$ cat src/rtl/bsm_pkg.sv
package bsm_pkg;

    localparam int BSM_COORD_WIDTH = 32;

    localparam logic [1:0] OUTC_KEPT     = 2'd0;
    localparam logic [1:0] OUTC_REPLACED = 2'd1;
    localparam logic [1:0] OUTC_GROWN    = 2'd2;
    localparam logic [1:0] OUTC_LOADED   = 2'd3;

    typedef enum logic [3:0] {
        CMD_NOP,
        CMD_TAKE,
        CMD_DIFF,
        CMD_MUL_SQ,
        CMD_MUL_T,
        CMD_MUL_STEP,
        CMD_ACC,
        CMD_SQRT_INIT,
        CMD_SQRT_STEP,
        CMD_SQRT_FIX,
        CMD_GROW_PREP,
        CMD_DIV_INIT,
        CMD_DIV_STEP,
        CMD_COORD,
        CMD_COMMIT
    } t_cmd;

    typedef struct packed {
        t_cmd       cmd;
        logic [1:0] idx;
        logic [1:0] outcome;
    } t_ctl;

    typedef struct packed {
        logic first;
        logic kept;
        logic replace;
    } t_sts;

endpackage

$ cat src/rtl/bsm_if.sv
interface bsm_in_if #(parameter int COORD_WIDTH = 32);
    logic                          valid;
    logic                          ready;
    logic                          first;
    logic signed [COORD_WIDTH-1:0] in_center_x;
    logic signed [COORD_WIDTH-1:0] in_center_y;
    logic signed [COORD_WIDTH-1:0] in_center_z;
    logic        [COORD_WIDTH-2:0] in_radius;

    modport source (output valid, first, in_center_x, in_center_y, in_center_z, in_radius,
                    input ready);
    modport sink   (input valid, first, in_center_x, in_center_y, in_center_z, in_radius,
                    output ready);
endinterface

interface bsm_out_if #(parameter int COORD_WIDTH = 32);
    logic                          valid;
    logic                          ready;
    logic signed [COORD_WIDTH-1:0] out_center_x;
    logic signed [COORD_WIDTH-1:0] out_center_y;
    logic signed [COORD_WIDTH-1:0] out_center_z;
    logic        [COORD_WIDTH-2:0] out_radius;
    logic        [1:0]             outcome;

    modport source (output valid, out_center_x, out_center_y, out_center_z, out_radius,
                    outcome, input ready);
    modport sink   (input valid, out_center_x, out_center_y, out_center_z, out_radius,
                    outcome, output ready);
endinterface

$ cat src/rtl/bounding_sphere_merge.sv
// channel  dir  payload                                              beat when
// i_in     in   first, in_center_x/y/z, in_radius                    valid && ready
// o_out    out  out_center_x/y/z, out_radius, outcome                valid && ready
//
// one item at a time; a load goes via S_DIFF to S_COMMIT, which writes the result register
// a merge steps through the bit-serial multiplier and the square root, and when the sphere grows
// it also runs the bit-serial multiplier and the divider once per axis
// i_rst_n is synchronous, active low, and clears the kept sphere to center 0, radius 0
// a result waits in the output register; the next item is taken meanwhile and
// stalls only at its own commit until the previous result is taken
module bounding_sphere_merge
    import bsm_pkg::*;
#(
    parameter int COORD_WIDTH = BSM_COORD_WIDTH
) (
    input  logic            i_clk,
    input  logic            i_rst_n,
    bsm_in_if.sink          i_in,
    bsm_out_if.source       o_out
);

    t_ctl w_ctl;
    t_sts w_sts;

    bsm_ctrl #(.COORD_WIDTH(COORD_WIDTH)) u_ctrl (
        .i_clk       (i_clk),
        .i_rst_n     (i_rst_n),
        .i_in_valid  (i_in.valid),
        .o_in_ready  (i_in.ready),
        .o_out_valid (o_out.valid),
        .i_out_ready (o_out.ready),
        .i_sts       (w_sts),
        .o_ctl       (w_ctl)
    );

    bsm_dp #(.COORD_WIDTH(COORD_WIDTH)) u_dp (
        .i_clk      (i_clk),
        .i_rst_n    (i_rst_n),
        .i_ctl      (w_ctl),
        .o_sts      (w_sts),
        .i_first    (i_in.first),
        .i_center_x (i_in.in_center_x),
        .i_center_y (i_in.in_center_y),
        .i_center_z (i_in.in_center_z),
        .i_radius   (i_in.in_radius),
        .o_center_x (o_out.out_center_x),
        .o_center_y (o_out.out_center_y),
        .o_center_z (o_out.out_center_z),
        .o_radius   (o_out.out_radius),
        .o_outcome  (o_out.outcome)
    );

    a_take_is_beat: assert property (@(posedge i_clk) disable iff (!i_rst_n)
        (w_ctl.cmd == CMD_TAKE) |-> (i_in.valid && i_in.ready))
        else $error("take without input beat");

    a_one_in_flight: assert property (@(posedge i_clk) disable iff (!i_rst_n)
        (i_in.valid && i_in.ready) |=> !i_in.ready)
        else $error("input taken while busy");

    a_commit_shows: assert property (@(posedge i_clk) disable iff (!i_rst_n)
        (w_ctl.cmd == CMD_COMMIT) |=> o_out.valid)
        else $error("commit without output beat");

endmodule

$ cat src/rtl/bsm_ctrl.sv
module bsm_ctrl
    import bsm_pkg::*;
#(
    parameter int COORD_WIDTH = BSM_COORD_WIDTH
) (
    input  logic i_clk,
    input  logic i_rst_n,
    input  logic i_in_valid,
    output logic o_in_ready,
    output logic o_out_valid,
    input  logic i_out_ready,
    input  t_sts i_sts,
    output t_ctl o_ctl
);

    localparam int DW      = COORD_WIDTH + 2;
    localparam int QN      = COORD_WIDTH + 1;
    localparam int CNTW    = $clog2(DW);
    localparam logic [CNTW-1:0] MUL_LAST = CNTW'(DW - 1);
    localparam logic [CNTW-1:0] ITR_LAST = CNTW'(QN - 1);

    typedef enum logic [3:0] {
        S_IDLE, S_DIFF, S_SQ_INIT, S_SQ_RUN, S_ACC, S_SQRT_INIT, S_SQRT_RUN,
        S_SQRT_FIX, S_DECIDE, S_PREP, S_MT_INIT, S_MT_RUN, S_DIV_INIT,
        S_DIV_RUN, S_COORD, S_COMMIT
    } t_state;

    t_state          r_state;
    logic [CNTW-1:0] r_cnt;
    logic [1:0]      r_idx;
    logic [1:0]      r_outcome;
    logic            r_out_valid;
    logic            w_out_free;

    assign w_out_free  = !r_out_valid || i_out_ready;
    assign o_in_ready  = (r_state == S_IDLE);
    assign o_out_valid = r_out_valid;

    always_comb begin
        o_ctl.cmd     = CMD_NOP;
        o_ctl.idx     = r_idx;
        o_ctl.outcome = r_outcome;
        unique case (r_state)
            S_IDLE:      if (i_in_valid) o_ctl.cmd = CMD_TAKE;
            S_DIFF:      if (!i_sts.first) o_ctl.cmd = CMD_DIFF;
            S_SQ_INIT:   o_ctl.cmd = CMD_MUL_SQ;
            S_SQ_RUN:    o_ctl.cmd = CMD_MUL_STEP;
            S_ACC:       o_ctl.cmd = CMD_ACC;
            S_SQRT_INIT: o_ctl.cmd = CMD_SQRT_INIT;
            S_SQRT_RUN:  o_ctl.cmd = CMD_SQRT_STEP;
            S_SQRT_FIX:  o_ctl.cmd = CMD_SQRT_FIX;
            S_DECIDE:    o_ctl.cmd = CMD_NOP;
            S_PREP:      o_ctl.cmd = CMD_GROW_PREP;
            S_MT_INIT:   o_ctl.cmd = CMD_MUL_T;
            S_MT_RUN:    o_ctl.cmd = CMD_MUL_STEP;
            S_DIV_INIT:  o_ctl.cmd = CMD_DIV_INIT;
            S_DIV_RUN:   o_ctl.cmd = CMD_DIV_STEP;
            S_COORD:     o_ctl.cmd = CMD_COORD;
            S_COMMIT:    if (w_out_free) o_ctl.cmd = CMD_COMMIT;
            default:     o_ctl.cmd = CMD_NOP;
        endcase
    end

    always_ff @(posedge i_clk) begin
        if (!i_rst_n) begin
            r_state     <= S_IDLE;
            r_cnt       <= '0;
            r_idx       <= '0;
            r_outcome   <= OUTC_KEPT;
            r_out_valid <= 1'b0;
        end else begin
            if (r_state == S_COMMIT && w_out_free) r_out_valid <= 1'b1;
            else if (r_out_valid && i_out_ready) r_out_valid <= 1'b0;
            unique case (r_state)
                S_IDLE: begin
                    if (i_in_valid) r_state <= S_DIFF;
                end
                S_DIFF: begin
                    r_idx <= '0;
                    if (i_sts.first) begin
                        r_outcome <= OUTC_LOADED;
                        r_state   <= S_COMMIT;
                    end else begin
                        r_state <= S_SQ_INIT;
                    end
                end
                S_SQ_INIT: begin
                    r_cnt   <= '0;
                    r_state <= S_SQ_RUN;
                end
                S_SQ_RUN: begin
                    r_cnt <= r_cnt + 1'b1;
                    if (r_cnt == MUL_LAST) r_state <= S_ACC;
                end
                S_ACC: begin
                    if (r_idx == 2'd2) begin
                        r_idx   <= '0;
                        r_state <= S_SQRT_INIT;
                    end else begin
                        r_idx   <= r_idx + 1'b1;
                        r_state <= S_SQ_INIT;
                    end
                end
                S_SQRT_INIT: begin
                    r_cnt   <= '0;
                    r_state <= S_SQRT_RUN;
                end
                S_SQRT_RUN: begin
                    r_cnt <= r_cnt + 1'b1;
                    if (r_cnt == ITR_LAST) r_state <= S_SQRT_FIX;
                end
                S_SQRT_FIX: r_state <= S_DECIDE;
                S_DECIDE: begin
                    if (i_sts.kept) begin
                        r_outcome <= OUTC_KEPT;
                        r_state   <= S_COMMIT;
                    end else if (i_sts.replace) begin
                        r_outcome <= OUTC_REPLACED;
                        r_state   <= S_COMMIT;
                    end else begin
                        r_outcome <= OUTC_GROWN;
                        r_idx     <= '0;
                        r_state   <= S_PREP;
                    end
                end
                S_PREP: r_state <= S_MT_INIT;
                S_MT_INIT: begin
                    r_cnt   <= '0;
                    r_state <= S_MT_RUN;
                end
                S_MT_RUN: begin
                    r_cnt <= r_cnt + 1'b1;
                    if (r_cnt == MUL_LAST) r_state <= S_DIV_INIT;
                end
                S_DIV_INIT: begin
                    r_cnt   <= '0;
                    r_state <= S_DIV_RUN;
                end
                S_DIV_RUN: begin
                    r_cnt <= r_cnt + 1'b1;
                    if (r_cnt == ITR_LAST) r_state <= S_COORD;
                end
                S_COORD: begin
                    if (r_idx == 2'd2) begin
                        r_state <= S_COMMIT;
                    end else begin
                        r_idx   <= r_idx + 1'b1;
                        r_state <= S_MT_INIT;
                    end
                end
                S_COMMIT: begin
                    if (w_out_free) r_state <= S_IDLE;
                end
                default: r_state <= S_IDLE;
            endcase
        end
    end

endmodule

$ cat src/rtl/bsm_dp.sv
module bsm_dp
    import bsm_pkg::*;
#(
    parameter int COORD_WIDTH = BSM_COORD_WIDTH
) (
    input  logic                          i_clk,
    input  logic                          i_rst_n,
    input  t_ctl                          i_ctl,
    output t_sts                          o_sts,
    input  logic                          i_first,
    input  logic signed [COORD_WIDTH-1:0] i_center_x,
    input  logic signed [COORD_WIDTH-1:0] i_center_y,
    input  logic signed [COORD_WIDTH-1:0] i_center_z,
    input  logic        [COORD_WIDTH-2:0] i_radius,
    output logic signed [COORD_WIDTH-1:0] o_center_x,
    output logic signed [COORD_WIDTH-1:0] o_center_y,
    output logic signed [COORD_WIDTH-1:0] o_center_z,
    output logic        [COORD_WIDTH-2:0] o_radius,
    output logic        [1:0]             o_outcome
);

    localparam int CW  = COORD_WIDTH;
    localparam int RW  = CW - 1;
    localparam int DLW = CW + 1;
    localparam int SW  = 2 * CW + 2;
    localparam int PW  = 2 * CW + 3;
    localparam int DW  = CW + 2;
    localparam int EW  = DW + 1;
    localparam int QN  = CW + 1;
    localparam int RMW = CW + 4;
    localparam logic [RW-1:0] RMAX = {RW{1'b1}};

    function automatic logic [DLW-1:0] mag(input logic signed [DLW-1:0] v);
        mag = v[DLW-1] ? DLW'(-v) : DLW'(v);
    endfunction

    logic                    r_first;
    logic signed [CW-1:0]    r_nc [3];
    logic        [RW-1:0]    r_nr;
    logic signed [CW-1:0]    r_cen [3];
    logic        [RW-1:0]    r_rad;
    logic signed [DLW-1:0]   r_dl [3];
    logic        [SW-1:0]    r_acc;
    logic        [PW-1:0]    r_mcand;
    logic        [DW-1:0]    r_mplier;
    logic        [PW-1:0]    r_prod;
    logic        [SW-1:0]    r_sq;
    logic        [RMW-1:0]   r_srem;
    logic        [QN-1:0]    r_root;
    logic        [DW-1:0]    r_d;
    logic        [DW-1:0]    r_big;
    logic        [DW-1:0]    r_t;
    logic        [QN-1:0]    r_num;
    logic        [DW-1:0]    r_drem;
    logic        [QN-1:0]    r_q;
    logic signed [CW-1:0]    r_ox, r_oy, r_oz;
    logic        [RW-1:0]    r_orad;
    logic        [1:0]       r_oout;

    logic        [DLW-1:0]   w_mag;
    logic        [RMW-1:0]   w_remx;
    logic        [RMW-1:0]   w_trial;
    logic                    w_sq_ge;
    logic        [DW:0]      w_dremx;
    logic                    w_div_ge;
    logic        [EW-1:0]    w_sum;
    logic        [DW-1:0]    w_big;
    logic        [PW-1:0]    w_n;
    logic signed [CW-1:0]    w_cen_n [3];
    logic        [RW-1:0]    w_rad_n;

    assign w_mag    = mag(r_dl[i_ctl.idx]);
    assign w_remx   = {r_srem[RMW-3:0], r_sq[SW-1:SW-2]};
    assign w_trial  = RMW'({r_root, 2'b01});
    assign w_sq_ge  = (w_remx >= w_trial);
    assign w_dremx  = {r_drem, r_num[QN-1]};
    assign w_div_ge = (w_dremx >= {1'b0, r_d});
    assign w_sum    = EW'(r_d) + EW'(r_nr) + EW'(r_rad) + EW'(1);
    assign w_big    = w_sum[EW-1:1];
    assign w_n      = r_prod + PW'(r_d >> 1);

    assign o_sts.first   = r_first;
    assign o_sts.kept    = (EW'(r_d) + EW'(r_nr)) <= EW'(r_rad);
    assign o_sts.replace = (EW'(r_d) + EW'(r_rad)) <= EW'(r_nr);

    always_comb begin
        for (int i = 0; i < 3; i++) w_cen_n[i] = r_cen[i];
        w_rad_n = r_rad;
        case (i_ctl.outcome)
            OUTC_LOADED, OUTC_REPLACED: begin
                for (int i = 0; i < 3; i++) w_cen_n[i] = r_nc[i];
                w_rad_n = r_nr;
            end
            OUTC_GROWN: w_rad_n = (r_big > DW'(RMAX)) ? RMAX : RW'(r_big);
            default:    w_rad_n = r_rad;
        endcase
    end

    always_ff @(posedge i_clk) begin
        if (!i_rst_n) begin
            for (int i = 0; i < 3; i++) r_cen[i] <= '0;
            r_rad   <= '0;
            r_first <= 1'b0;
        end else begin
            unique case (i_ctl.cmd)
                CMD_TAKE: begin
                    r_first <= i_first;
                    r_nc[0] <= i_center_x;
                    r_nc[1] <= i_center_y;
                    r_nc[2] <= i_center_z;
                    r_nr    <= i_radius;
                end
                CMD_DIFF: begin
                    for (int i = 0; i < 3; i++) r_dl[i] <= DLW'(r_nc[i]) - DLW'(r_cen[i]);
                    r_acc <= '0;
                end
                CMD_MUL_SQ: begin
                    r_mcand  <= PW'(w_mag);
                    r_mplier <= DW'(w_mag);
                    r_prod   <= '0;
                end
                CMD_MUL_T: begin
                    r_mcand  <= PW'(w_mag);
                    r_mplier <= r_t;
                    r_prod   <= '0;
                end
                CMD_MUL_STEP: begin
                    if (r_mplier[0]) r_prod <= r_prod + r_mcand;
                    r_mcand  <= r_mcand << 1;
                    r_mplier <= r_mplier >> 1;
                end
                CMD_ACC: r_acc <= r_acc + r_prod[SW-1:0];
                CMD_SQRT_INIT: begin
                    r_sq   <= r_acc;
                    r_srem <= '0;
                    r_root <= '0;
                end
                CMD_SQRT_STEP: begin
                    r_sq <= r_sq << 2;
                    if (w_sq_ge) begin
                        r_srem <= w_remx - w_trial;
                        r_root <= {r_root[QN-2:0], 1'b1};
                    end else begin
                        r_srem <= w_remx;
                        r_root <= {r_root[QN-2:0], 1'b0};
                    end
                end
                CMD_SQRT_FIX: r_d <= DW'(r_root) + DW'(r_srem != '0);
                CMD_GROW_PREP: begin
                    r_big <= w_big;
                    r_t   <= w_big - DW'(r_rad);
                end
                CMD_DIV_INIT: begin
                    r_drem <= w_n[PW-1:QN];
                    r_num  <= w_n[QN-1:0];
                    r_q    <= '0;
                end
                CMD_DIV_STEP: begin
                    r_num <= r_num << 1;
                    if (w_div_ge) begin
                        r_drem <= DW'(w_dremx - {1'b0, r_d});
                        r_q    <= {r_q[QN-2:0], 1'b1};
                    end else begin
                        r_drem <= DW'(w_dremx);
                        r_q    <= {r_q[QN-2:0], 1'b0};
                    end
                end
                CMD_COORD: begin
                    if (r_dl[i_ctl.idx][DLW-1])
                        r_cen[i_ctl.idx] <= r_cen[i_ctl.idx] - CW'(r_q);
                    else
                        r_cen[i_ctl.idx] <= r_cen[i_ctl.idx] + CW'(r_q);
                end
                CMD_COMMIT: begin
                    for (int i = 0; i < 3; i++) r_cen[i] <= w_cen_n[i];
                    r_rad  <= w_rad_n;
                    r_ox   <= w_cen_n[0];
                    r_oy   <= w_cen_n[1];
                    r_oz   <= w_cen_n[2];
                    r_orad <= w_rad_n;
                    r_oout <= i_ctl.outcome;
                end
                default: r_first <= r_first;
            endcase
        end
    end

    assign o_center_x = r_ox;
    assign o_center_y = r_oy;
    assign o_center_z = r_oz;
    assign o_radius   = r_orad;
    assign o_outcome  = r_oout;

endmodule
$ cat src/flat_wrapper.sv
// flat-port wrapper written by rule: the top's interface ports become plain ports
module bounding_sphere_merge_flat import bsm_pkg::*;
#(
    parameter int COORD_WIDTH = BSM_COORD_WIDTH
)
  (i_clk, i_rst_n, i_in_valid, i_in_first, i_in_in_center_x, i_in_in_center_y, i_in_in_center_z, i_in_in_radius, i_in_ready, o_out_valid, o_out_out_center_x, o_out_out_center_y, o_out_out_center_z, o_out_out_radius, o_out_outcome, o_out_ready);
  bsm_in_if #(.COORD_WIDTH(COORD_WIDTH)) i_in_i ();
  bsm_out_if #(.COORD_WIDTH(COORD_WIDTH)) o_out_i ();
  input  logic i_clk;
  input  logic i_rst_n;
  input wire logic [$bits(i_in_i.valid)-1:0] i_in_valid;
  input wire logic [$bits(i_in_i.first)-1:0] i_in_first;
  input wire logic [$bits(i_in_i.in_center_x)-1:0] i_in_in_center_x;
  input wire logic [$bits(i_in_i.in_center_y)-1:0] i_in_in_center_y;
  input wire logic [$bits(i_in_i.in_center_z)-1:0] i_in_in_center_z;
  input wire logic [$bits(i_in_i.in_radius)-1:0] i_in_in_radius;
  output wire logic [$bits(i_in_i.ready)-1:0] i_in_ready;
  output wire logic [$bits(o_out_i.valid)-1:0] o_out_valid;
  output wire logic [$bits(o_out_i.out_center_x)-1:0] o_out_out_center_x;
  output wire logic [$bits(o_out_i.out_center_y)-1:0] o_out_out_center_y;
  output wire logic [$bits(o_out_i.out_center_z)-1:0] o_out_out_center_z;
  output wire logic [$bits(o_out_i.out_radius)-1:0] o_out_out_radius;
  output wire logic [$bits(o_out_i.outcome)-1:0] o_out_outcome;
  input wire logic [$bits(o_out_i.ready)-1:0] o_out_ready;
  assign i_in_i.valid = i_in_valid;
  assign i_in_i.first = i_in_first;
  assign i_in_i.in_center_x = i_in_in_center_x;
  assign i_in_i.in_center_y = i_in_in_center_y;
  assign i_in_i.in_center_z = i_in_in_center_z;
  assign i_in_i.in_radius = i_in_in_radius;
  assign i_in_ready = i_in_i.ready;
  assign o_out_valid = o_out_i.valid;
  assign o_out_out_center_x = o_out_i.out_center_x;
  assign o_out_out_center_y = o_out_i.out_center_y;
  assign o_out_out_center_z = o_out_i.out_center_z;
  assign o_out_out_radius = o_out_i.out_radius;
  assign o_out_outcome = o_out_i.outcome;
  assign o_out_i.ready = o_out_ready;
  bounding_sphere_merge #(.COORD_WIDTH(COORD_WIDTH)) u_core (.i_clk(i_clk), .i_rst_n(i_rst_n), .i_in(i_in_i), .o_out(o_out_i));
endmodule
$ cat config.mk
export PLATFORM = sky130hd
export DESIGN_NAME = bounding_sphere_merge_flat
export DESIGN_NICKNAME = d
export VERILOG_FILES = /design/src/rtl/bsm_pkg.sv /design/src/rtl/bsm_if.sv /design/src/rtl/bounding_sphere_merge.sv /design/src/rtl/bsm_ctrl.sv /design/src/rtl/bsm_dp.sv /design/src/flat_wrapper.sv
export SDC_FILE = /design/constraint.sdc
export NUM_CORES = 2
export LEC_CHECK = 0
export BUFFER_PORTS_ARGS = -buffer_cell sky130_fd_sc_hd__clkbuf_2
export CAP_MARGIN = 15
export CORE_MARGIN = 3
export CORE_UTILIZATION = 27
export CTS_BUF_LIST = sky130_fd_sc_hd__clkbuf_16
export DETAILED_ROUTE_END_ITERATION = 6
export GPL_TIMING_DRIVEN = 0
export SKIP_CTS_REPAIR_TIMING = 1
export SYNTH_ARGS = -nofsm -noshare
export SYNTH_HDL_FRONTEND = slang
export SYNTH_SLANG_ARGS = --single-unit
$ cat constraint.sdc
create_clock -name i_clk -period 22.8 [get_ports i_clk]
set_input_delay 2.28 -clock i_clk [delete_from_list [all_inputs] [get_ports i_clk]]
set_output_delay 2.28 -clock i_clk [all_outputs]
set_load 0.02 [all_outputs]
==> run metrics <==
total grt overflow 0; sequential area share after synthesis 45.5%; vias in the first global route 56000; Final Max Tran Viols 0; DP HPWL 191000 microns; Setup CP Type input pin to flip-flop; die width 521 microns; Synth Register Bits 1102; hold_ws 497 ps; final core occ 31.3%; Core Area 263000 sq um; PwrDens 96.0 nW/um^2; asr flop ratio synth 0%; I/O Pins 263; Total Power 0.00791 W; most frequent cells in the layout edfxtp_1, nand2_1, nor2_1; Total GRT Usage 17.0%; routed wire length 240000 microns; total number of vias 58500; fin crit period 8860 ps; Clock transition at path regs 70 ps; Worst EP required 23320 ps; cell row count 188; clk buf depth 3; CTS tree done; RSZ-0062 raised after global routing no; Pleak 31.7 nW; Initial Utilization 27.2%; status finished, violations left; Die H 521 microns; Area Growth Syn to Fin 15.0%; setup slack after layout 13940 ps; failing checks design-rule violations; max cap viols 0; layout cells sized above 1 8.58%; Die Area 272000 sq um; CP Capture Type flip-flop; Final TNS setup 0 ps; HP Class flip-flop to flip-flop; Crit Path Max Fanout 10; H-Tree Depth 3; Critical Path AT 9380 ps; initial antenna violation count 8; clk_lat worst skew 790 ps; Initial DRT Pass Iterations 7; GPL Wtd Cong 0.953; largest net degree at the start of global routing 69; cell count after synthesis 7253; Synthesis Warnings 0; first-pass GRT wire length 354000 microns; Mapped Nets 7956; Startpoint Class input pin; drt drc 2; pre-CTS setup slack 13420 ps; Via density 5.16; antenna-violating nets left 0; Worst Skew 72.1 ps; CTS Buf Count 120; Clock Tree Root clkbuf_16; Num Clock Sinks 1102; maximum clock rate 113 MHz; worst vdd ir 0.0682 mV; top post-synthesis cells by area edfxtp_1, ha_1, xnor2_1; filler cell count 26900; drt initial violations 6176; period utilization 38.9%; most common cell after layout, fill and taps aside edfxtp_1; Setup Viol. Count Final 0; Final Hold Viols 0; Yosys cell types 107; Avg WL per Cell 21.2 microns; synthesized cell area 71700 sq um; Slew @ Worst Pin 1300 ps; Top FF cell, synth edfxtp_1; top cell type's share of synthesized area 44.1%; Post-synth EDFFs 1053; Syn Area/Cell 9.88 sq um; most area-hungry cell type in the Yosys netlist edfxtp_1; relative slew slack 12.4%; nets 8399; port buffer count 262
==> flip-flops by register name (all words and copies together) (netlist names), 36 cells and up, named ones only <==
register,cells
u_core.u_dp.r_prod,67
u_core.u_dp.r_acc,66
u_core.u_dp.r_srem,36
u_core.u_dp.r_nc,96
u_core.u_dp.r_mcand,67
u_core.u_dp.r_cen,128
u_core.u_dp.r_dl,99
u_core.u_dp.r_sq,66
==> routing by layer <==
layer	GRT usage, %	up-vias	share of wire, %
met5	0	-	0
met4	7.19	0	4.7
met3	2.27	392	7.6
met2	26.9	2515	44
met1	23.3	28200	43
li1	-	27400	-
==> worst max-delay path, cell delays in order <==
cell and delay, ps:
clkbuf_2 90, nor2b_1 220, o21ai_0 130, a21o_1 190, a21oi_1 160, nand3_1 230
a311oi_1 930, nand2_1 680, clkbuf_1 510, o31ai_1 230, xnor2_1 270, ha_1 350
o21a_1 220, o2111ai_1 260, o21bai_1 300, a211oi_1 190, nor2_1 340, o31ai_1 210
a31o_2 300, a31o_2 240, a311oi_1 320, xor2_1 530, o21ai_0 180
==> where the power goes <==
part           internal, W  switching, W
logic              0.00105       0.00195
registers          0.00266      0.000185
clock network      0.00117      0.000899
total              0.00488       0.00303
==> kinds of logic after synthesis <==
family                   after synthesis  share of synthesized area [%]
adder cells (fa/ha/maj)              571                           10.1
multiplexers                          96                           1.92
buffers and inverters                702                           3.72
AND/OR/NAND/NOR                     2216                           14.3
AO/OA/AOI/OAI                       2027                           17.9
XOR/XNOR                             539                           6.62
flip-flops                          1102                           45.5
==> cell usage after synthesis, drive strengths merged, types with 49 or more instances <==
cell and number:
o211ai 50, o21a 55, clkbuf 216, o21ai 565, a21oi 564, nand2b 85, xor2 184, dfxtp 49
mux2i 51, nor3 102, nor2b 69, nor2 608, a21o 234, and3 61, nand2 797, a31oi 49
edfxtp 1053, ha 559, inv 437, nand4 81, nand3 147, and2 112, xnor2 355, o21bai 81
a211oi 59
==> metrics by stage <==
step	instances	area (sq um)
CTS	11300	82400
floorplan	7253	71700
finish	11300	82400
detailed placement	11100	78200
global route	11300	82400
global placement	11000	77400
==> area by class of cell <==
| class | count | area [sq um] | area share, % |
|---|---|---|---|
| Clock buffer | 120 | 3000 | 3.64 |
| Inverter | 439 | 1650 | 2.00 |
| Timing Repair Buffer | 321 | 2070 | 2.51 |
| Multi-Input combinational cell | 5449 | 36500 | 44.3 |
| Buffer | 263 | 1020 | 1.24 |
| Clock inverter | 107 | 1180 | 1.43 |
| Tap cell | 3515 | 4400 | 5.33 |
| Antenna cell | 2 | 5.00 | 0.00607 |
| Sequential cell | 1102 | 32600 | 39.5 |
==> path summary, 6_finish.rpt <==
path,start,slack (ps),cells after the start,to
min,u_core.u_ctrl.r_cnt[5],500,1,u_core.u_ctrl.r_cnt[5]
min reg2reg,u_core.u_ctrl.r_cnt[5],500,1,u_core.u_ctrl.r_cnt[5]
max reg2reg,flip-flop,14850,22,u_core.u_dp.r_cen[1][30]
max,o_out_ready,13940,23,u_core.u_dp.r_cen[1][30]
Note: power is estimated with default switching activity, not from simulation.
